<file path="config.mk">
export PLATFORM = sky130hd
export DESIGN_NAME = sensor_voltage_to_temperature
export DESIGN_NICKNAME = d
export VERILOG_FILES = /design/src/design/svtt_pkg.sv /design/src/design/svtt_div.sv /design/src/design/sensor_voltage_to_temperature.sv
export SDC_FILE = /design/constraint.sdc
export NUM_CORES = 1
export LEC_CHECK = 0
export ABC_AREA = 1
export BUFFER_PORTS_ARGS = -buffer_cell sky130_fd_sc_hd__buf_2
export CORE_MARGIN = 8
export CORE_UTILIZATION = 55
export CTS_BUF_LIST = sky130_fd_sc_hd__clkbuf_4
export DETAILED_ROUTE_END_ITERATION = 8
export PLACE_DENSITY = 0.71
export SYNTH_ARGS = -nofsm -noshare
export SYNTH_HDL_FRONTEND = slang
export SYNTH_HIERARCHICAL = 1
export SYNTH_SLANG_ARGS = --single-unit
</file>
<file path="constraint.sdc">
create_clock -name clk -period 22.2 [get_ports clk]
set_clock_uncertainty 0.2 [all_clocks]
set_input_delay 5.55 -clock clk [delete_from_list [all_inputs] [get_ports clk]]
set_output_delay 5.55 -clock clk [all_outputs]
set_load 0.01 [all_outputs]
</file>
<file path="src/design/svtt_pkg.sv">
package svtt_pkg;

  // Field widths
  localparam int VOLT_W = 21;
  localparam int TEMP_W = 15;

  // Table geometry
  localparam int TBL_LEN      = 21;
  localparam int IDX_W        = 5;
  localparam int SEARCH_STEPS = 5;
  localparam int STEP_CNT_W   = 3;

  // Interpolation arithmetic
  localparam int SLOPE_W    = 13;  // slopes in uV/C, below 8192
  localparam int DIFF_W     = 16;  // voltage offset inside one segment, below 65536
  localparam int SCALED_W   = 23;  // offset times 100
  localparam int BASE_W     = 16;  // segment base temperature in 0.01 C
  localparam int PROD_W     = 30;
  localparam int NUM_W      = 28;  // signed numerator
  localparam int MAG_W      = NUM_W - 1;
  localparam int DIV_CNT_W  = 5;

  localparam logic [BASE_W-1:0]  CENTI_PER_STEP = 16'd1000;
  localparam logic [BASE_W-1:0]  CENTI_BASE     = 16'd5000;
  localparam logic [6:0]         CENTI          = 7'd100;

  localparam logic [VOLT_W-1:0] VOLT_TBL [TBL_LEN] = '{
    21'd1350441, 21'd1300593, 21'd1250398, 21'd1199884, 21'd1149070,
    21'd1097987, 21'd1046647, 21'd995050,  21'd943227,  21'd891178,
    21'd838882,  21'd786360,  21'd733608,  21'd680654,  21'd627490,
    21'd574117,  21'd520551,  21'd466760,  21'd412739,  21'd358164,
    21'd302785
  };

  localparam logic [SLOPE_W-1:0] SLOPE_TBL [TBL_LEN] = '{
    13'd4985, 13'd5020, 13'd5051, 13'd5081, 13'd5108,
    13'd5134, 13'd5160, 13'd5182, 13'd5205, 13'd5230,
    13'd5252, 13'd5275, 13'd5295, 13'd5316, 13'd5337,
    13'd5357, 13'd5379, 13'd5402, 13'd5458, 13'd5538,
    13'd5538
  };

  localparam logic [VOLT_W-1:0] VOLT_TOP    = VOLT_TBL[0];
  localparam logic [VOLT_W-1:0] VOLT_BOTTOM = VOLT_TBL[TBL_LEN-1];

  // Table reads; indexes past the end read as zero
  function automatic logic [VOLT_W-1:0] volt_at(input logic [IDX_W-1:0] idx);
    logic [VOLT_W-1:0] v;
    v = '0;
    if (int'(idx) < TBL_LEN) begin
      v = VOLT_TBL[idx];
    end
    return v;
  endfunction

  function automatic logic [SLOPE_W-1:0] slope_at(input logic [IDX_W-1:0] idx);
    logic [SLOPE_W-1:0] s;
    s = '0;
    if (int'(idx) < TBL_LEN) begin
      s = SLOPE_TBL[idx];
    end
    return s;
  endfunction

endpackage

</file>
<file path="src/design/svtt_div.sv">
// Bit-serial restoring divider: one quotient bit per cycle, MSB first.
module svtt_div (
  input  logic                          clk,
  input  logic                          rst,
  input  logic                          start,
  input  logic [svtt_pkg::MAG_W-1:0]    dividend,
  input  logic [svtt_pkg::SLOPE_W-1:0]  divisor,
  output logic                          done,
  output logic [svtt_pkg::TEMP_W-1:0]   quotient
);
  import svtt_pkg::*;

  logic                 busy;
  logic [DIV_CNT_W-1:0] cnt;
  logic [SLOPE_W-1:0]   den;
  logic [SLOPE_W-1:0]   rem;
  logic [MAG_W-1:0]     dq;     // dividend bits shift out, quotient bits shift in

  logic [SLOPE_W:0]     rem_sh;
  logic [SLOPE_W:0]     rem_sub;
  logic                 q_bit;

  // trial subtract
  always_comb begin
    rem_sh  = {rem, dq[MAG_W-1]};
    rem_sub = rem_sh - {1'b0, den};
    q_bit   = (rem_sh >= {1'b0, den});
  end

  // control
  always_ff @(posedge clk) begin
    if (rst) begin
      busy <= 1'b0;
      done <= 1'b0;
      cnt  <= '0;
    end else begin
      done <= 1'b0;
      if (start) begin
        busy <= 1'b1;
        cnt  <= DIV_CNT_W'(MAG_W);
      end else if (busy) begin
        cnt <= cnt - 1'b1;
        if (cnt == DIV_CNT_W'(1)) begin
          busy <= 1'b0;
          done <= 1'b1;
        end
      end
    end
  end

  // datapath
  always_ff @(posedge clk) begin
    if (start) begin
      den <= divisor;
      rem <= '0;
      dq  <= dividend;
    end else if (busy) begin
      rem <= q_bit ? rem_sub[SLOPE_W-1:0] : rem_sh[SLOPE_W-1:0];
      dq  <= {dq[MAG_W-2:0], q_bit};
    end
  end

  assign quotient = dq[TEMP_W-1:0];

endmodule

</file>
<file path="src/design/sensor_voltage_to_temperature.sv">
// Converts a sensor voltage in microvolts to temperature in 0.01 C by piecewise-linear
// interpolation over a 21-point table (-50 C to +150 C in 10 C steps), truncated toward
// zero. Voltages outside the table span give 0 with out_of_range set. One word is worked
// on at a time: an in-range word passes through 5 binary-search steps, the multiply and
// sum states that form the numerator, the bit-serial divider that sets the rate, and the
// hand-off of the result; an out-of-range word goes straight to the hand-off. The result
// sits in an output register, so the next word is accepted while a result still waits to
// be taken.
module sensor_voltage_to_temperature (
  input  logic                                clk,
  input  logic                                rst,
  input  logic                                voltage_valid,
  output logic                                voltage_stall,
  input  logic [svtt_pkg::VOLT_W-1:0]         voltage_uv,
  output logic                                temp_valid,
  input  logic                                temp_stall,
  output logic signed [svtt_pkg::TEMP_W-1:0]  temp_centi,
  output logic                                out_of_range
);
  import svtt_pkg::*;

  localparam logic [2:0] ST_IDLE   = 3'd0;
  localparam logic [2:0] ST_SEARCH = 3'd1;
  localparam logic [2:0] ST_MUL    = 3'd2;
  localparam logic [2:0] ST_SUM    = 3'd3;
  localparam logic [2:0] ST_DIV    = 3'd4;
  localparam logic [2:0] ST_DONE   = 3'd5;

  logic [2:0]              state;
  logic [VOLT_W-1:0]       voltage;
  logic [IDX_W-1:0]        lo;
  logic [IDX_W-1:0]        hi;
  logic [STEP_CNT_W-1:0]   step;
  logic [SLOPE_W-1:0]      slope;
  logic signed [PROD_W-1:0] prod;
  logic [SCALED_W-1:0]     scaled;
  logic                    neg;
  logic [TEMP_W-1:0]       res_temp;
  logic                    res_oor;

  logic                    in_take;
  logic                    out_free;
  logic                    in_range;
  logic [IDX_W-1:0]        mid;
  logic [IDX_W-1:0]        idx;
  logic [VOLT_W-1:0]       seg_diff;
  logic signed [BASE_W-1:0] base_centi;
  logic signed [NUM_W-1:0] num;
  logic [MAG_W-1:0]        mag;
  logic                    div_done;
  logic [TEMP_W-1:0]       div_q;

  assign voltage_stall = (state != ST_IDLE);
  assign in_take       = voltage_valid && !voltage_stall;
  assign out_free      = !temp_valid || !temp_stall;
  assign in_range      = (voltage_uv <= VOLT_TOP) && (voltage_uv >= VOLT_BOTTOM);

  // search midpoint and segment terms
  always_comb begin
    mid        = IDX_W'((6'(lo) + 6'(hi)) >> 1);
    idx        = lo - 1'b1;  // last entry at or above the voltage
    seg_diff   = volt_at(idx) - voltage;
    base_centi = $signed(BASE_W'(idx) * CENTI_PER_STEP - CENTI_BASE);
    num        = prod[NUM_W-1:0] + $signed(NUM_W'(scaled));
    // magnitude goes straight into the divider at its start
    mag        = num[NUM_W-1] ? MAG_W'(-num) : MAG_W'(num);
  end

  // sequencer
  always_ff @(posedge clk) begin
    if (rst) begin
      state <= ST_IDLE;
    end else begin
      unique case (state)
        ST_IDLE: begin
          if (in_take) begin
            state <= in_range ? ST_SEARCH : ST_DONE;
          end
        end
        ST_SEARCH: begin
          if (step == STEP_CNT_W'(SEARCH_STEPS - 1)) begin
            state <= ST_MUL;
          end
        end
        ST_MUL:  state <= ST_SUM;
        ST_SUM:  state <= ST_DIV;
        ST_DIV: begin
          if (div_done) begin
            state <= ST_DONE;
          end
        end
        ST_DONE: begin
          if (out_free) begin
            state <= ST_IDLE;
          end
        end
        default: state <= ST_IDLE;
      endcase
    end
  end

  // datapath
  always_ff @(posedge clk) begin
    unique case (state)
      ST_IDLE: begin
        voltage  <= voltage_uv;
        lo       <= '0;
        hi       <= IDX_W'(TBL_LEN);
        step     <= '0;
        res_temp <= '0;
        res_oor  <= !in_range;
      end
      ST_SEARCH: begin
        step <= step + 1'b1;
        if (lo < hi) begin
          if (volt_at(mid) >= voltage) begin
            lo <= mid + 1'b1;
          end else begin
            hi <= mid;
          end
        end
      end
      ST_MUL: begin
        slope  <= slope_at(idx);
        prod   <= base_centi * $signed({1'b0, slope_at(idx)});
        scaled <= SCALED_W'(seg_diff[DIFF_W-1:0]) * SCALED_W'(CENTI);
      end
      ST_SUM: begin
        neg <= num[NUM_W-1];
      end
      ST_DIV: begin
        if (div_done) begin
          res_temp <= neg ? TEMP_W'(-div_q) : div_q;
        end
      end
      ST_DONE: ;
      default: ;
    endcase
  end

  // output register
  always_ff @(posedge clk) begin
    if (rst) begin
      temp_valid <= 1'b0;
    end else if (state == ST_DONE && out_free) begin
      temp_valid <= 1'b1;
    end else if (!temp_stall) begin
      temp_valid <= 1'b0;
    end
  end

  always_ff @(posedge clk) begin
    if (state == ST_DONE && out_free) begin
      temp_centi   <= $signed(res_temp);
      out_of_range <= res_oor;
    end
  end

  svtt_div u_div (
    .clk      (clk),
    .rst      (rst),
    .start    (state == ST_SUM),
    .dividend (mag),
    .divisor  (slope),
    .done     (div_done),
    .quotient (div_q)
  );

  // checks
  a_oor_zero: assert property (@(posedge clk) disable iff (rst)
    temp_valid && out_of_range |-> temp_centi == '0)
    else $error("out-of-range word carries nonzero temperature");

  a_temp_span: assert property (@(posedge clk) disable iff (rst)
    temp_valid && !out_of_range |->
      (temp_centi >= -15'sd5000) && (temp_centi <= 15'sd15000))
    else $error("temperature outside table span");

  a_div_in_state: assert property (@(posedge clk) disable iff (rst)
    div_done |-> state == ST_DIV)
    else $error("divider finished outside divide phase");

  a_accept_next: assert property (@(posedge clk) disable iff (rst)
    in_take |=> (state == ST_SEARCH) || (state == ST_DONE))
    else $error("accepted word did not start a conversion");

endmodule

</file>
==> run metrics <==
sequential-to-total area share from yosys stat=between 20% and 30%; Max FO, Critical Path=32; Syn Inst Count=just under 3000; count leader, synth=nand2_1; GRT overflow=0; First-pass DRT Iterations=8; Post-Synth XOR/XNOR Area=4.32%; CTS tree=done; die area=around 0.048 mm^2; CTS clk-pin slew, worst paths=around 0.2 ns; Slew @ Worst Pin=between 1 and 1.5 ns; Reg2Reg Launch Point=lo[0]; Min-Delay Startpoint=slope[7]; CP endpoint kind=flip-flop; post-CTS setup buffers=0; nets@finish=3380; setup TNS=0 ns; first-pass GRT wire length=between 90000 and 100000 um; die height=219 um; Avg WL per Cell=16.2 um; number of global-route vias before repair=18400; Hold Slack=about 0.21 ns; wirelength, routed=approximately 56000 um; RSZ-0062 raised after global routing=no; Post-synth ARST share=0%; Post-synth EDFFs=165; CTS Sinks=189; Die Wd=roughly 220 um; Num CTS Buffers=17; FP Rows=74; Crit path required time=22.40 ns; largest net degree at the start of global routing=59; number of synthesized register bits=189; Slew HR=17.8%; via/cell ratio=about 5.4; post-synthesis compound-gate area fraction=approximately 8%; DPL Wire Length=46700 um; clk buf depth=2; r2r setup slk=~10 ns; WP data arrival=~12 ns; Synth top cells by count=679 x nand2_1, 575 x inv_1, 273 x nor2_1; HP Class=flip-flop to flip-flop; layout cells sized above 1=about 5.4%; Post-Synth Simple-Gate Area=about a quarter; Initial Utilization=between 50% and 60%; Fmax=roughly 0.085 GHz; status=completed; initial antenna violation count=2; Max-cap violations=0; critical path launch point type=flip-flop; hold path depth=0; post-route ant nets=0; critical path's slowest cell=edfxtp_1; Setup CP Type=flip-flop to flip-flop; crit share post-route=53.2%; htree depth=4; Skew-Pair Late Insertion Delay=about 0.66 ns; area delta synth->final=4.04%; Mean Syn Cell Area=around 7.7 um^2; drc violations=0; Slew Viols, Final=0; Final min period=roughly 12 ns; Synth area leaders=edfxtp_1 22%, fa_1 15%, ha_1 14%; Worst Hold End=u_div/den[7]; IO Pins=43; r2r endpoint=prod[25]; yosys warns=6; main combinational cell family by area after synthesis=adder cells; distinct cell type count after synthesis=63; routability-driven placement congestion ratio=0.997; Buffers on Ports=42; r2r worst-path depth=37; Post-Synth Adder-Cell Area=between 20 and 30%; Yosys top cell area share=around 22%; Resized Gates After CTS=0; Final Hold Vio Count=0; final setup violating endpoints=0; Synth Cell Area=roughly 0.023 mm^2; vias post-DR=18800; top_reg_cell synth=edfxtp_1; total track usage=roughly a quarter; cts hold-fix bufs=0; post-synthesis mux area share=0%; Detailed Route Iter0 Violations=1549; core area=0.0407 mm^2; Root Driver=clkbuf_4; area leader, netlist=edfxtp_1; Crit path top cell by count=fa_1; max incr delay on CP=0.76 ns; Fillers=approximately 3800
## final cells by class
type / count / area [um^2] / area share (%)
clock inverters: 13 / 129 / 0.548
repair buffers: 50 / 270 / 1.15
well taps: 532 / 666 / 2.83
flip-flops and latches: 189 / 5440 / 23.1
multi-input cells: 2079 / 14600 / 62.2
diodes: 1 / 2.50 / 0.0106
inverters: 599 / 2250 / 9.56
clock buffers: 19 / 143 / 0.607
## routing by layer
| metal | share of wire (%) | vias to the layer above | track usage [%] |
|---|---|---|---|
| li1 | - | 9308 | - |
| met1 | 44 | 8807 | 30.7 |
| met2 | 46 | 565 | 39.6 |
| met3 | 6.2 | 112 | 4.13 |
| met4 | 3.6 | 2 | 9.10 |
| met5 | 0.023 | - | 0 |
## stage by stage
stage                     cell area, um^2  instances  setup slack (ns)  utilization [%]
final                               23500       3482             10.38             57.7
after global routing                23500       3482              9.67             57.7
after CTS                           23500       3481             10.45             57.7
after detailed placement            23200       3449             10.52             57.0
after global placement              23200       3449             10.88             57.0
after floorplan                     22600       2925             11.52                -
## worst max-delay path: cells and delay by family, from the launching register on
kind / cells / cell delay, ns
AO/OA/AOI/OAI: 3 / 0.71
XOR/XNOR: 3 / 0.77
adder cells (fa/ha/maj): 13 / 6.22
buffers and inverters: 9 / 1.78
flip-flops: 1 / 0.76
AND/OR/NAND/NOR: 9 / 1.13
## cell families after synthesis
| kind of cell | after synthesis |
|---|---|
| DFF | 189 |
| other | 1 |
| and+or+nand+nor | 1239 |
| adders and majority gates | 419 |
| AOI/OAI and AO/OA | 310 |
| xor gates and xnor gates | 108 |
| buffers and inverters | 657 |
## state kept, by name (all words and copies together), names as in the netlist
register / flops
slope: 12
scaled: 21
u_div/rem: 13
temp_centi: 15
voltage: 21
u_div/done: 1
u_div/busy: 1
state: 3
hi: 5
out_of_range: 1
u_div/dq: 27
temp_valid: 1
step: 3
u_div/cnt: 5
u_div/den: 13
lo: 5
res_temp: 15
res_oor: 1
prod: 25
neg: 1
## worst max-delay path by stage
stage / startpoint / to / slack (ns) / cells after the start
floorplan: lo[0] / prod[27] / 11.52 / 38
global placement: lo[0] / prod[27] / 10.88 / 36
detailed placement: lo[0] / prod[25] / 10.52 / 37
CTS: lo[0] / prod[25] / 10.45 / 37
global route: lo[0] / prod[25] / 9.67 / 37
finish: lo[0] / prod[25] / 10.38 / 37
## layout by cell type, fill, tap and decap left out, drive strengths merged, types with 2 or more instances in the layout
| cell | synthesis | routed |
|---|---|---|
| buf | 38 | 50 |
| xor2 | 80 | 80 |
| o31ai | 8 | 8 |
| nor3b | 6 | 6 |
| o21bai | 7 | 7 |
| inv | 595 | 600 |
| o2111ai | 5 | 5 |
| nand2 | 693 | 693 |
| xnor2 | 28 | 28 |
| o32ai | 4 | 4 |
| nand3 | 126 | 126 |
| conb | 1 | 3 |
| a21o | 9 | 9 |
| ha | 250 | 250 |
| fa | 169 | 169 |
| a31oi | 8 | 8 |
| a21oi | 144 | 144 |
| clkinv | 4 | 12 |
| a211oi | 8 | 8 |
| or2 | 5 | 5 |
| clkbuf | 20 | 19 |
| and3 | 2 | 2 |
| nand3b | 8 | 8 |
| o21ai | 79 | 79 |
| o21a | 12 | 12 |
| o22ai | 5 | 5 |
| nand4 | 59 | 59 |
| edfxtp | 165 | 165 |
| nor2 | 290 | 290 |
| nor4 | 6 | 6 |
| o211ai | 11 | 11 |
| a221oi | 3 | 3 |
| dfxtp | 24 | 24 |
| nor3 | 42 | 42 |
Power is left out: the tool's default activity adds up to more than one toggle a clock period on the data nets, which glitch-free logic cannot reach.
